[src/rtl/bra_pkg.sv]
`timescale 1ns / 1ps

package bra_pkg;

  // Store geometry: bytes of eight allocation bits each.
  localparam int unsigned MaxBytes = 128;
  localparam int unsigned AddrW    = $clog2(MaxBytes);
  localparam int unsigned EffW     = $clog2(MaxBytes + 1);
  localparam int unsigned CntW     = $clog2(MaxBytes * 8 + 1);

  // Fixed field widths of the beats.
  localparam int unsigned LenW     = 8;
  localparam int unsigned IdxW     = 10;
  localparam int unsigned RunW     = 11;

  // Operation codes carried on the input tuser.
  typedef enum logic [1:0] {
    FUNC_TEST  = 2'd0,
    FUNC_WRITE = 2'd1,
    FUNC_SCAN  = 2'd2,
    FUNC_CLEAR = 2'd3
  } func_e;

  // Access request from the controller to the bitmap store.
  typedef struct packed {
    logic [AddrW-1:0] rd_addr;
    logic             wr_en;
    logic [AddrW-1:0] wr_addr;
    logic [7:0]       wr_data;
    logic             clr;
  } mem_req_t;

endpackage

[src/rtl/bra_store.sv]
`timescale 1ns / 1ps

module bra_store import bra_pkg::*; (
  input  logic       clk_i,
  input  logic       rst_ni,
  input  mem_req_t   req_i,
  output logic [7:0] rd_data_o
);

  logic [7:0]          mem_q [MaxBytes];
  logic [MaxBytes-1:0] vld_q;
  logic [7:0]          rd_data_q;
  logic                rd_vld_q;

  // Byte array with one synchronous read port and one write port.
  always_ff @(posedge clk_i) begin
    if (req_i.wr_en) begin
      mem_q[req_i.wr_addr] <= req_i.wr_data;
    end
    rd_data_q <= mem_q[req_i.rd_addr];
    rd_vld_q  <= vld_q[req_i.rd_addr];
  end

  // One valid bit per byte; reset and clear empty the whole store at once.
  always_ff @(posedge clk_i or negedge rst_ni) begin
    if (!rst_ni) begin
      vld_q <= '0;
    end else if (req_i.clr) begin
      vld_q <= '0;
    end else if (req_i.wr_en) begin
      vld_q[req_i.wr_addr] <= 1'b1;
    end
  end

  // A byte never written since the last clear reads as all zeros.
  assign rd_data_o = rd_vld_q ? rd_data_q : 8'h00;

endmodule

[src/rtl/bitmap_run_allocator_top.sv]
`timescale 1ns / 1ps
// Channel  | Dir | Signals                         | Payload (lowest bit first)
// s_axis   | in  | tvalid tready tdata[23:0] tuser | tdata: bit_index, bit_value, run_length
//          |     |                                 | tuser: func
// m_axis   | out | tvalid tready tdata[15:0]       | tdata: found, start_index, bit_state
// cfg      | in  | cfg_valid_i cfg_ready_o         | cfg_data_i: length_in_bytes
//
// Test and write pass through ST_BIT and then ST_RESP before the next beat is accepted
// (an index out of use goes straight to ST_RESP); clear goes straight to ST_RESP.
// Scan reads one store byte per cycle through the single read port, over at most the
// N bytes in use (N at most 128), ending early at the first fitting run.
// After reset the store reads as all zeros at once and the length is 128 bytes.
// One result waits in the output register while the next beat is taken; a further
// result holds in the controller until the output register frees.

module bitmap_run_allocator_top import bra_pkg::*; (
  input  logic        clk_i,
  input  logic        rst_ni,
  input  logic        s_axis_tvalid,
  output logic        s_axis_tready,
  input  logic [23:0] s_axis_tdata,   // bit_index[9:0], bit_value[10], run_length[21:11]
  input  logic [1:0]  s_axis_tuser,   // func[1:0]
  output logic        m_axis_tvalid,
  input  logic        m_axis_tready,
  output logic [15:0] m_axis_tdata,   // found[0], start_index[10:1], bit_state[11]
  input  logic        cfg_valid_i,
  output logic        cfg_ready_o,
  input  logic [7:0]  cfg_data_i
);

  typedef enum logic [3:0] {
    ST_IDLE = 4'b0001,
    ST_BIT  = 4'b0010,
    ST_SCAN = 4'b0100,
    ST_RESP = 4'b1000
  } state_e;

  state_e            state_q, state_d;
  func_e             func_q, func_d;
  logic [IdxW-1:0]   idx_q, idx_d;
  logic              val_q, val_d;
  logic [RunW-1:0]   run_q, run_d;
  logic [AddrW-1:0]  ptr_q, ptr_d;
  logic [CntW-1:0]   cnt_q, cnt_d;
  logic [LenW-1:0]   len_q;
  logic              res_found_q, res_found_d;
  logic [IdxW-1:0]   res_start_q, res_start_d;
  logic              res_bit_q, res_bit_d;
  logic              out_valid_q, out_valid_d;
  logic              out_found_q;
  logic [IdxW-1:0]   out_start_q;
  logic              out_bit_q;

  logic              in_fire;
  logic              out_load;
  func_e             in_func;
  logic [IdxW-1:0]   in_idx;
  logic              in_val;
  logic [RunW-1:0]   in_run;
  logic [EffW-1:0]   eff_len;
  logic [CntW-1:0]   bits_used;
  logic              idx_in_use;
  logic              last_byte;
  mem_req_t          mem_req;
  logic [7:0]        rd_byte;
  logic [7:0]        bit_mask;
  logic [CntW-1:0]   scan_cnt;
  logic              scan_hit;
  logic [2:0]        hit_pos;
  logic [CntW-1:0]   start_sum;

  // Unpack the input beat.
  assign in_func = func_e'(s_axis_tuser);
  assign in_idx  = s_axis_tdata[IdxW-1:0];
  assign in_val  = s_axis_tdata[IdxW];
  assign in_run  = s_axis_tdata[IdxW+1 +: RunW];

  assign s_axis_tready = (state_q == ST_IDLE);
  assign in_fire       = s_axis_tvalid && s_axis_tready;
  assign cfg_ready_o   = 1'b1;

  // Bytes in use, saturated to the store size, and the bit count they span.
  assign eff_len    = (len_q > LenW'(MaxBytes)) ? EffW'(MaxBytes) : EffW'(len_q);
  assign bits_used  = {eff_len, 3'b000};
  assign idx_in_use = ({1'b0, in_idx} < bits_used);
  assign last_byte  = ({1'b0, ptr_q} == (eff_len - EffW'(1)));

  // Length register.
  always_ff @(posedge clk_i or negedge rst_ni) begin
    if (!rst_ni) begin
      len_q <= LenW'(MaxBytes);
    end else if (cfg_valid_i && cfg_ready_o) begin
      len_q <= cfg_data_i;
    end
  end

  // Walk the bits of one scanned byte from the lowest, carrying the run count.
  always_comb begin
    scan_cnt = cnt_q;
    scan_hit = 1'b0;
    hit_pos  = 3'd0;
    for (int b = 0; b < 8; b++) begin
      if (!scan_hit) begin
        if (rd_byte[b]) begin
          scan_cnt = '0;
        end else begin
          scan_cnt = scan_cnt + CntW'(1);
        end
        if (scan_cnt == run_q) begin
          scan_hit = 1'b1;
          hit_pos  = 3'(b);
        end
      end
    end
  end

  // Start of the run that ends at the hit bit.
  assign start_sum = {1'b0, ptr_q, hit_pos} + CntW'(1) - run_q;
  assign bit_mask  = 8'h01 << idx_q[2:0];

  // Store accesses: read address is presented in the cycle before its data is used.
  always_comb begin
    mem_req         = '0;
    mem_req.rd_addr = (in_func == FUNC_SCAN) ? '0 : in_idx[IdxW-1 -: AddrW];
    if (state_q == ST_SCAN) begin
      mem_req.rd_addr = ptr_q + AddrW'(1);
    end
    mem_req.clr     = in_fire && (in_func == FUNC_CLEAR);
    mem_req.wr_en   = (state_q == ST_BIT) && (func_q == FUNC_WRITE);
    mem_req.wr_addr = idx_q[IdxW-1 -: AddrW];
    mem_req.wr_data = val_q ? (rd_byte | bit_mask) : (rd_byte & ~bit_mask);
  end

  bra_store u_store (
    .clk_i     (clk_i),
    .rst_ni    (rst_ni),
    .req_i     (mem_req),
    .rd_data_o (rd_byte)
  );

  assign out_load = (state_q == ST_RESP) && (!out_valid_q || m_axis_tready);

  // Controller.
  always_comb begin
    state_d     = state_q;
    func_d      = func_q;
    idx_d       = idx_q;
    val_d       = val_q;
    run_d       = run_q;
    ptr_d       = ptr_q;
    cnt_d       = cnt_q;
    res_found_d = res_found_q;
    res_start_d = res_start_q;
    res_bit_d   = res_bit_q;
    case (state_q)
      ST_IDLE: begin
        if (in_fire) begin
          func_d      = in_func;
          idx_d       = in_idx;
          val_d       = in_val;
          run_d       = in_run;
          ptr_d       = '0;
          cnt_d       = '0;
          res_found_d = 1'b0;
          res_start_d = '0;
          res_bit_d   = 1'b0;
          case (in_func)
            FUNC_TEST, FUNC_WRITE: begin
              state_d = idx_in_use ? ST_BIT : ST_RESP;
            end
            FUNC_SCAN: begin
              // An empty run or no bytes in use cannot be found.
              state_d = ((in_run == '0) || (eff_len == '0)) ? ST_RESP : ST_SCAN;
            end
            default: begin
              res_found_d = 1'b1;
              state_d     = ST_RESP;
            end
          endcase
        end
      end
      ST_BIT: begin
        res_found_d = 1'b1;
        res_bit_d   = (func_q == FUNC_TEST) ? rd_byte[idx_q[2:0]] : 1'b0;
        state_d     = ST_RESP;
      end
      ST_SCAN: begin
        cnt_d = scan_cnt;
        ptr_d = ptr_q + AddrW'(1);
        if (scan_hit) begin
          res_found_d = 1'b1;
          res_start_d = start_sum[IdxW-1:0];
          state_d     = ST_RESP;
        end else if (last_byte) begin
          state_d = ST_RESP;
        end
      end
      ST_RESP: begin
        if (out_load) begin
          state_d = ST_IDLE;
        end
      end
      default: begin
        state_d = ST_IDLE;
      end
    endcase
  end

  always_ff @(posedge clk_i or negedge rst_ni) begin
    if (!rst_ni) begin
      state_q <= ST_IDLE;
      ptr_q   <= '0;
      cnt_q   <= '0;
    end else begin
      state_q <= state_d;
      ptr_q   <= ptr_d;
      cnt_q   <= cnt_d;
    end
  end

  always_ff @(posedge clk_i) begin
    func_q      <= func_d;
    idx_q       <= idx_d;
    val_q       <= val_d;
    run_q       <= run_d;
    res_found_q <= res_found_d;
    res_start_q <= res_start_d;
    res_bit_q   <= res_bit_d;
  end

  // Output register.
  always_comb begin
    out_valid_d = out_valid_q;
    if (out_load) begin
      out_valid_d = 1'b1;
    end else if (m_axis_tready) begin
      out_valid_d = 1'b0;
    end
  end

  always_ff @(posedge clk_i or negedge rst_ni) begin
    if (!rst_ni) begin
      out_valid_q <= 1'b0;
    end else begin
      out_valid_q <= out_valid_d;
    end
  end

  always_ff @(posedge clk_i) begin
    if (out_load) begin
      out_found_q <= res_found_q;
      out_start_q <= res_start_q;
      out_bit_q   <= res_bit_q;
    end
  end

  assign m_axis_tvalid = out_valid_q;
  assign m_axis_tdata  = {4'b0000, out_bit_q, out_start_q, out_found_q};

  // The store is written only while a write beat is being completed.
  assert property (@(posedge clk_i) disable iff (!rst_ni)
    mem_req.wr_en |-> (state_q == ST_BIT) && (func_q == FUNC_WRITE))
    else $error("store written outside a bit write");

  // The scan pointer never goes beyond the bytes in use.
  assert property (@(posedge clk_i) disable iff (!rst_ni)
    (state_q == ST_SCAN) |-> ({1'b0, ptr_q} < eff_len))
    else $error("scan pointer beyond bytes in use");

  // A result waiting on a stalled output stays in the controller.
  assert property (@(posedge clk_i) disable iff (!rst_ni)
    (state_q == ST_RESP) && out_valid_q && !m_axis_tready |=> (state_q == ST_RESP))
    else $error("result dropped while output stalled");

  // A set tested bit always comes with found and a zero start index.
  assert property (@(posedge clk_i) disable iff (!rst_ni)
    out_valid_q && out_bit_q |-> out_found_q && (out_start_q == '0))
    else $error("bit state reported without found");

endmodule

[config.mk]
export PLATFORM = sky130hd
export DESIGN_NAME = bitmap_run_allocator_top
export DESIGN_NICKNAME = d
export VERILOG_FILES = /design/src/rtl/bra_pkg.sv /design/src/rtl/bra_store.sv /design/src/rtl/bitmap_run_allocator_top.sv
export SDC_FILE = /design/constraint.sdc
export NUM_CORES = 2
export LEC_CHECK = 0
export BUFFER_PORTS_ARGS = -buffer_cell sky130_fd_sc_hd__buf_2
export CAP_MARGIN = 20
export CORE_MARGIN = 1.5
export CORE_UTILIZATION = 55
export DETAILED_ROUTE_END_ITERATION = 10
export HOLD_SLACK_MARGIN = 0.08
export MAX_ROUTING_LAYER = met4
export PLACE_DENSITY_LB_ADDON = 0.25
export SLEW_MARGIN = 5
export SYNTH_ARGS = -nofsm -noshare
export SYNTH_HDL_FRONTEND = slang
export SYNTH_SLANG_ARGS = --single-unit
export TNS_END_PERCENT = 10
[constraint.sdc]
create_clock -name clk_i -period 23.4 [get_ports clk_i]
set_clock_uncertainty 0.1 [all_clocks]
set_input_delay 3.51 -clock clk_i [delete_from_list [all_inputs] [get_ports clk_i]]
set_output_delay 3.51 -clock clk_i [all_outputs]
set_load 0.1 [all_outputs]
==> Yosys cells after proc, flatten, opt, wreduce, memory -nomap -nowiden <==
Memory sizes are Yosys's and may differ from the RTL's. A register that Yosys moved wholly into a read port is not among the register bits.
Index checks and enable logic that the tools add are counted.
{ "totals": {"regBits": 208, "mem_bits_rw": 1024, "input_bits": 39, "out_inout_bits": 19, "elab_cells": 177, "n_memories": 1} }
{ "mem_list": {"columns": ["name", "words", "word_bits", "rd", "rd_ports_with_merged_regs", "write_ports", "line", "rtl"], "rows": [
  ["u_store.mem_q", 128, 8, 1, 1, 1, "bra_store.sv:10", "logic [7:0] mem_q [MaxBytes];"]
]} }
{ "op_classes": {"addsub": 12, "magnitude_cmp": 6, "n_eq_ne": 21, "shift": 1, "mux": 90, "bitwise": 4, "reduce_logical": 25} }
{ "ops": {"columns": ["cell", "n"], "rows": [
  ["128-bit 2-to-1 mux", 2],
  ["11-bit 2-to-1 mux", 23],
  ["128-bit bitwise OR", 1],
  ["11-bit by 1-bit adder with 11-bit output (second input constant)", 8],
  ["11-bit == test", 8],
  ["3-bit 2-to-1 mux", 12],
  ["1-bit 2-to-1 mux", 29],
  ["4-bit 2-to-1 mux", 6],
  ["8-bit 2-to-1 mux", 3],
  ["11-bit case mux with 2 select lines", 1],
  ["7-bit 2-to-1 mux", 3],
  ["10-bit 2-to-1 mux", 2],
  ["10-bit case mux with 2 select lines", 1],
  ["7-bit by 8-bit < comparator with 1-bit output (second input constant)", 2],
  ["4-bit case mux with 4 select lines", 1],
  ["7-bit case mux with 2 select lines", 1],
  ["11-bit zero test", 1],
  ["10-bit by 11-bit < comparator with 1-bit output", 1],
  ["10-bit by 1-bit adder with 10-bit output (second input constant)", 1],
  ["10-bit subtractor", 1],
  ["3-bit AND reduction", 3],
  ["8-bit AND", 1],
  ["7-bit by 8-bit == test with 1-bit output", 1],
  ["8-bit > comparator (second input constant)", 1],
  ["32 further kinds", 46]
]} }

==> Logic depth before layout (Yosys ltp) <==
{ "logic_depth": {"word_depth": 36, "ltp_mapped": 71, "ltp_nobuf": 64} }

==> Modules after synthesis <==
A second synthesis with hierarchy kept.
{ "unflattened": {"cells_unflattened": 3706, "hier_area_um2": 57356.3} }
{ "by_module_without_submodules": {"columns": ["mod", "instances", "cells_each", "area_per_inst_um2", "seq_area_each_um2"], "rows": [
  ["bra_store", 1, 2115, 45185.8, 34132.7],
  ["bitmap_run_allocator_top", 1, 1591, 12170.4, 2219.6]
]} }

==> Worst setup path before layout <==
Ideal clock, no wire load.
{ "synth_timing": {"kind": "register to register", "from": "reg cnt_q[1]", "to": "reg res_start_q[9] (data pin)", "setup_ns": 0.265, "arrival_ns": 14.068, "required_ns": 23.035, "slack_ns": 8.967, "stages_incl_launch_ff": 63, "path_buffers": 10, "period_less_slack_ns": 14.433, "path_cell_list": "dfrtp_1 -> ha_1 -> buf_4 -> and3_1 -> mux2_4 -> xnor2_1 -> or4_4 -> nor4_4 -> nand2_2 -> clkbuf_1 -> clkbuf_1 -> o21ai_0 -> ha_1 -> nand2_1 -> a2111o_1 -> nor4_2 -> nand3_1 -> mux2i_1 -> [... 27 more ...] -> or4_1 -> buf_2 -> xnor2_1 -> a221o_1 -> nand4b_1 -> or2_1 -> buf_2 -> a21oi_1 -> ha_1 -> fa_1 -> a21o_1 -> a21o_1 -> a21o_1 -> a21oi_1 -> o21bai_1 -> a21oi_1 -> xnor2_1 -> nor2_1"} }
{ "synth_via": {"elab_chain_len": 36, "word_cells_on_any_way": 68, "classes_between": "add/sub: 10; eq/ne: 8; mux: 50"} }
{ "synth_rtl": {"columns": ["item", "line", "rtl"], "rows": [
  ["from (decl)", "bitmap_run_allocator_top.sv:44", "logic [CntW-1:0] cnt_q, cnt_d;"],
  ["from (signal assigned)", "bitmap_run_allocator_top.sv:217", "cnt_q <= cnt_d;"],
  ["11-bit by 1-bit adder with 11-bit output (*)", "bitmap_run_allocator_top.sv:107", "scan_cnt = scan_cnt + CntW'(1);"],
  ["11-bit 2-to-1 mux (*)", "bitmap_run_allocator_top.sv:104", "if (rd_byte[b]) begin"],
  ["11-bit by 1-bit adder with 11-bit output", "bitmap_run_allocator_top.sv:107", null],
  ["11-bit 2-to-1 mux", "bitmap_run_allocator_top.sv:104", null],
  ["11-bit 2-to-1 mux (2 in series)", "bitmap_run_allocator_top.sv:103", "if (!scan_hit) begin"],
  ["11-bit by 1-bit adder with 11-bit output", "bitmap_run_allocator_top.sv:107", null],
  ["11-bit 2-to-1 mux", "bitmap_run_allocator_top.sv:104", null],
  ["11-bit 2-to-1 mux (2 in series)", "bitmap_run_allocator_top.sv:103", null],
  ["[... 18 more ...]", null, null],
  ["11-bit 2-to-1 mux", "bitmap_run_allocator_top.sv:103", null],
  ["11-bit == test", "bitmap_run_allocator_top.sv:109", "if (scan_cnt == run_q) begin"],
  ["3-bit 2-to-1 mux", "bitmap_run_allocator_top.sv:109", null],
  ["3-bit 2-to-1 mux (*)", "bitmap_run_allocator_top.sv:103", null],
  ["10-bit by 1-bit adder with 10-bit output (*)", "bitmap_run_allocator_top.sv:118", "assign start_sum = {1'b0, ptr_q, hit_pos} + CntW'(1) - run_q;"],
  ["10-bit subtractor (*)", "bitmap_run_allocator_top.sv:118", null],
  ["10-bit 2-to-1 mux (*)", "bitmap_run_allocator_top.sv:190", "if (scan_hit) begin"],
  ["10-bit case mux with 2 select lines (*)", "bitmap_run_allocator_top.sv:155", "case (state_q)"],
  ["to (signal assigned)", "bitmap_run_allocator_top.sv:227", "res_start_q <= res_start_d;"],
  ["to (decl)", "bitmap_run_allocator_top.sv:47", "logic [IdxW-1:0] res_start_q, res_start_d;"]
]} }
Every way passes the cells marked *; elsewhere a longest branch is shown, timed or not. The select of a mux whose other input is x is not followed.
A chain may end at the register's enable or synchronous reset.

==> Worst setup path in the final report <==
{ "layout_timing": {"from": "reg cnt_q[0]", "to": "reg res_start_q[9] (data pin)"} }
Same word-level chain as after synthesis.

==> impl_metrics.yaml <==
clock_tree:
  clock-sinks: 1240
  numCtsBuffers: 118
  clk_path_buf_depth: 3
  h-tree-depth: 3
  cts_setup_buffers: 0
  clk_latency_ps: 750
  cts_resized: 0
  cts_root_buf: "clkbuf_16"
  cts_hold_buffers: 0
  path_clk_slew_ps: 60
  tritoncts: "built"
die:
  dieArea_um2: 106000
  fp.coreArea_um2: 103000
  die_h_um: 325
  die_w_um: 325
  start_util_pct: 55.3
  rows: 118
  ioPinCount: 58
setup_path:
  crit_fanout: 37
  crit_top_cell: "ha_1"
  endpoint: "res_start_q[9]"
  cp-end-kind: "flop"
  crit_path_start_kind: "flop"
  reg2reg_slack_ps: 5650
  critPathSlowestCell: "dfrtp_1"
  crit_path_max_incr_delay_ps: 610
  rr_worst_depth: 59
  setup.worst_path.class: "flop to flop"
  r2r_end: "res_start_q[9]"
  cp.arrival_ps: 18070
  crit_path_start: "cnt_q[0]"
  regToRegStartpoint: "cnt_q[0]"
  cp.required_ps: 23730
grt:
  grt_overflow: 0
  grt_max_degree: 145
  antenna_found_initial: 0
  grt_usage_pct: 28.6
  grt_pass1_wl_um: 220000
  grt_pass1_vias: 34500
synthesis:
  synth_common_cells: "edfxtp_1, mux4_2, nor2_1, clkbuf_1, dfrtp_1"
  yosys.area_share.adder_pct: 0.779
  netlist.top_cell.by_area: "edfxtp_1"
  synthXorXnorAreaFrac_pct: 1.47
  syn_avg_cell_area_um2: 15.2
  synth_mux_area_share_pct: 14.4
  synth-simple-area-share_pct: 8.20
  synthCells: 3772
  synth_compound_area_share_pct: 9.60
  synth_top_cell_area_share_pct: 56.3
  synth-seq-area-share_pct: 63.6
  synth_edf_count: 1072
  synth_top_family_by_area: "multiplexers"
  yosys_warnings: 0
  synthTopCellsByArea: "edfxtp_1, mux4_2, dfrtp_1, o21a_1, nor2_1"
  synthesis.area_um2: 57200
  ys_types: 123
  yosys_register_bits: 1240
  yosysMostFrequentCell: "edfxtp_1"
  synth_ff_type: "edfxtp_1"
  synthArstFlopShare_pct: 12.8
route:
  wirelength_um: 147000
  first_iter_violations: 3682
  routedWlPerCell_um: 28.0
  vias: 35000
  antenna_left: 0
  drc: 0
  drt-vias-per-instance: 6.66
  first_pass_iters: 5
cells_and_area:
  finalNonFillerCells: 5248
  final_nets: 3836
  synthToLayoutAreaGrowth_pct: 9.85
  drive_gt1_share_pct: 19.3
  final_core_util_pct: 60.8
  fill_cells: 7686
power_and_ir_drop:
  powerDensity_nw_per_um2: 96.8
  p_leak_nw: 21.1
  peakVddDrop_mv: 0.0783
placed_design:
  dpl.cell_count: 5019
  hpwl_um: 89900
  gp_congestion: 0.931
  io_buffer_count: 50
timing:
  finalSetupTns_ps: 0
  rsz0062_at_grt: "false"
  slew_viol_final: 0
  hold_violations: 0
  max_slew.worst_pin.slew_ps: 1160
  fin_crit_ps: 17750
  fmax_mhz: 56.4
  timing.final.crit_share_pct: 75.8
  setup_violations: 0
  slew_headroom_pct: 22.5
outcome:
  status: "finished clean"
hold_path:
  holdCritPathClass: "flop to flop"
  min_from: "res_start_q[5]"
flow_run:
  drv_cap: 0
metrics by stage:
| stage | total power [mW] | hold WS, ps | instance area [um^2] | setup WS [ps] |
|---|---|---|---|---|
| floorplan | 3.74 | 300 | 57200 | 8970 |
| global placement | 4.16 | 304 | 58800 | 6080 |
| detailed placement | 4.18 | 305 | 58900 | 6090 |
| CTS | 6.07 | 318 | 62800 | 6010 |
| global route | 6.31 | 323 | 62800 | 4660 |
| finish | 6.08 | 317 | 62800 | 5650 |
layer usage:
| layer | global-route usage [%] | part of all wire (%) | vias up |
|---|---|---|---|
| met4 | 11.2 | 4.2 | 0 |
| met3 | 3.83 | 6.9 | 355 |
| met5 | - | 0 | - |
| met2 | 45.8 | 49 | 1517 |
| li1 | - | - | 15100 |
| met1 | 37.5 | 40 | 18000 |
critical path, delay by kind of cell (launching register included):
kind	cells	cell delay, ps
flip-flops	1	610
AO/OA/AOI/OAI	26	6460
XOR/XNOR	2	290
multiplexers	3	1140
buffers and inverters	2	180
AND/OR/NAND/NOR	19	5960
adder cells (fa/ha/maj)	7	2660
flip-flops by register name, indices dropped and copies added (netlist names), 4 cells and up:
register           flops
cnt_q                 11
idx_q                 10
len_q                  8
out_start_q           10
ptr_q                  7
res_start_q           10
run_q                 11
state_q                4
u_store.mem_q       1024
u_store.rd_data_q      8
u_store.vld_q        128
cell usage in the layout (no fill, tap or decap), drive strengths merged, types with 28 or more instances in the layout:
| cell | Yosys | final |
|---|---|---|
| nand4 | 40 | 40 |
| o21a | 145 | 145 |
| nand3 | 77 | 77 |
| o211ai | 56 | 56 |
| clkbuf | 163 | 165 |
| a21oi | 152 | 152 |
| a211oi | 76 | 76 |
| ha | 34 | 34 |
| nand2 | 151 | 151 |
| o21ai | 111 | 111 |
| mux4 | 290 | 290 |
| mux2i | 96 | 96 |
| and3 | 29 | 29 |
| and2 | 29 | 29 |
| edfxtp | 1072 | 1072 |
| dfrtp | 157 | 157 |
| nor4 | 31 | 31 |
| nor3 | 66 | 66 |
| clkinv | 7 | 56 |
| nor2b | 51 | 51 |
| nor2 | 291 | 291 |
| inv | 24 | 28 |
| mux2 | 63 | 63 |
| buf | 85 | 114 |
| xnor2 | 72 | 72 |
area by class of cell:
class                           count  area, um^2  share of cell area, %
Antenna cell                        1        2.50                0.00398
Clock buffer                      164        3340                   5.31
Clock inverter                     61         594                  0.946
Inverter                           31         116                  0.185
Multi-Input combinational cell   2256       19900                   31.6
Sequential cell                  1240       36400                   57.9
Tap cell                         1380        1730                   2.75
Timing Repair Buffer              115         855                   1.36
power by group:
| part | switching, mW | internal, mW |
|---|---|---|
| sequential | 0.0449 | 2.53 |
| combinational | 1.04 | 0.548 |
| clock | 0.843 | 1.07 |
| total | 1.93 | 4.15 |
worst min-delay path by stage:
stage / end / slack (ps) / cells after the start
3_5_place_dp: out_start_q[3] / 300 / 0
4_1_cts: out_start_q[5] / 320 / 0
2_1_floorplan: out_bit_q / 300 / 0
6_report: out_start_q[5] / 320 / 0
5_1_grt: out_start_q[5] / 320 / 0
3_3_place_gp: out_start_q[1] / 300 / 0
cell families after synthesis:
| kind of cell | Yosys count |
|---|---|
| compound gates | 778 |
| xor+xnor | 92 |
| fa+ha+maj | 35 |
| buf+inv | 279 |
| flops | 1240 |
| mux | 449 |
| other cells | 2 |
| simple gates | 897 |
Power figures use the tool's default switching activity.
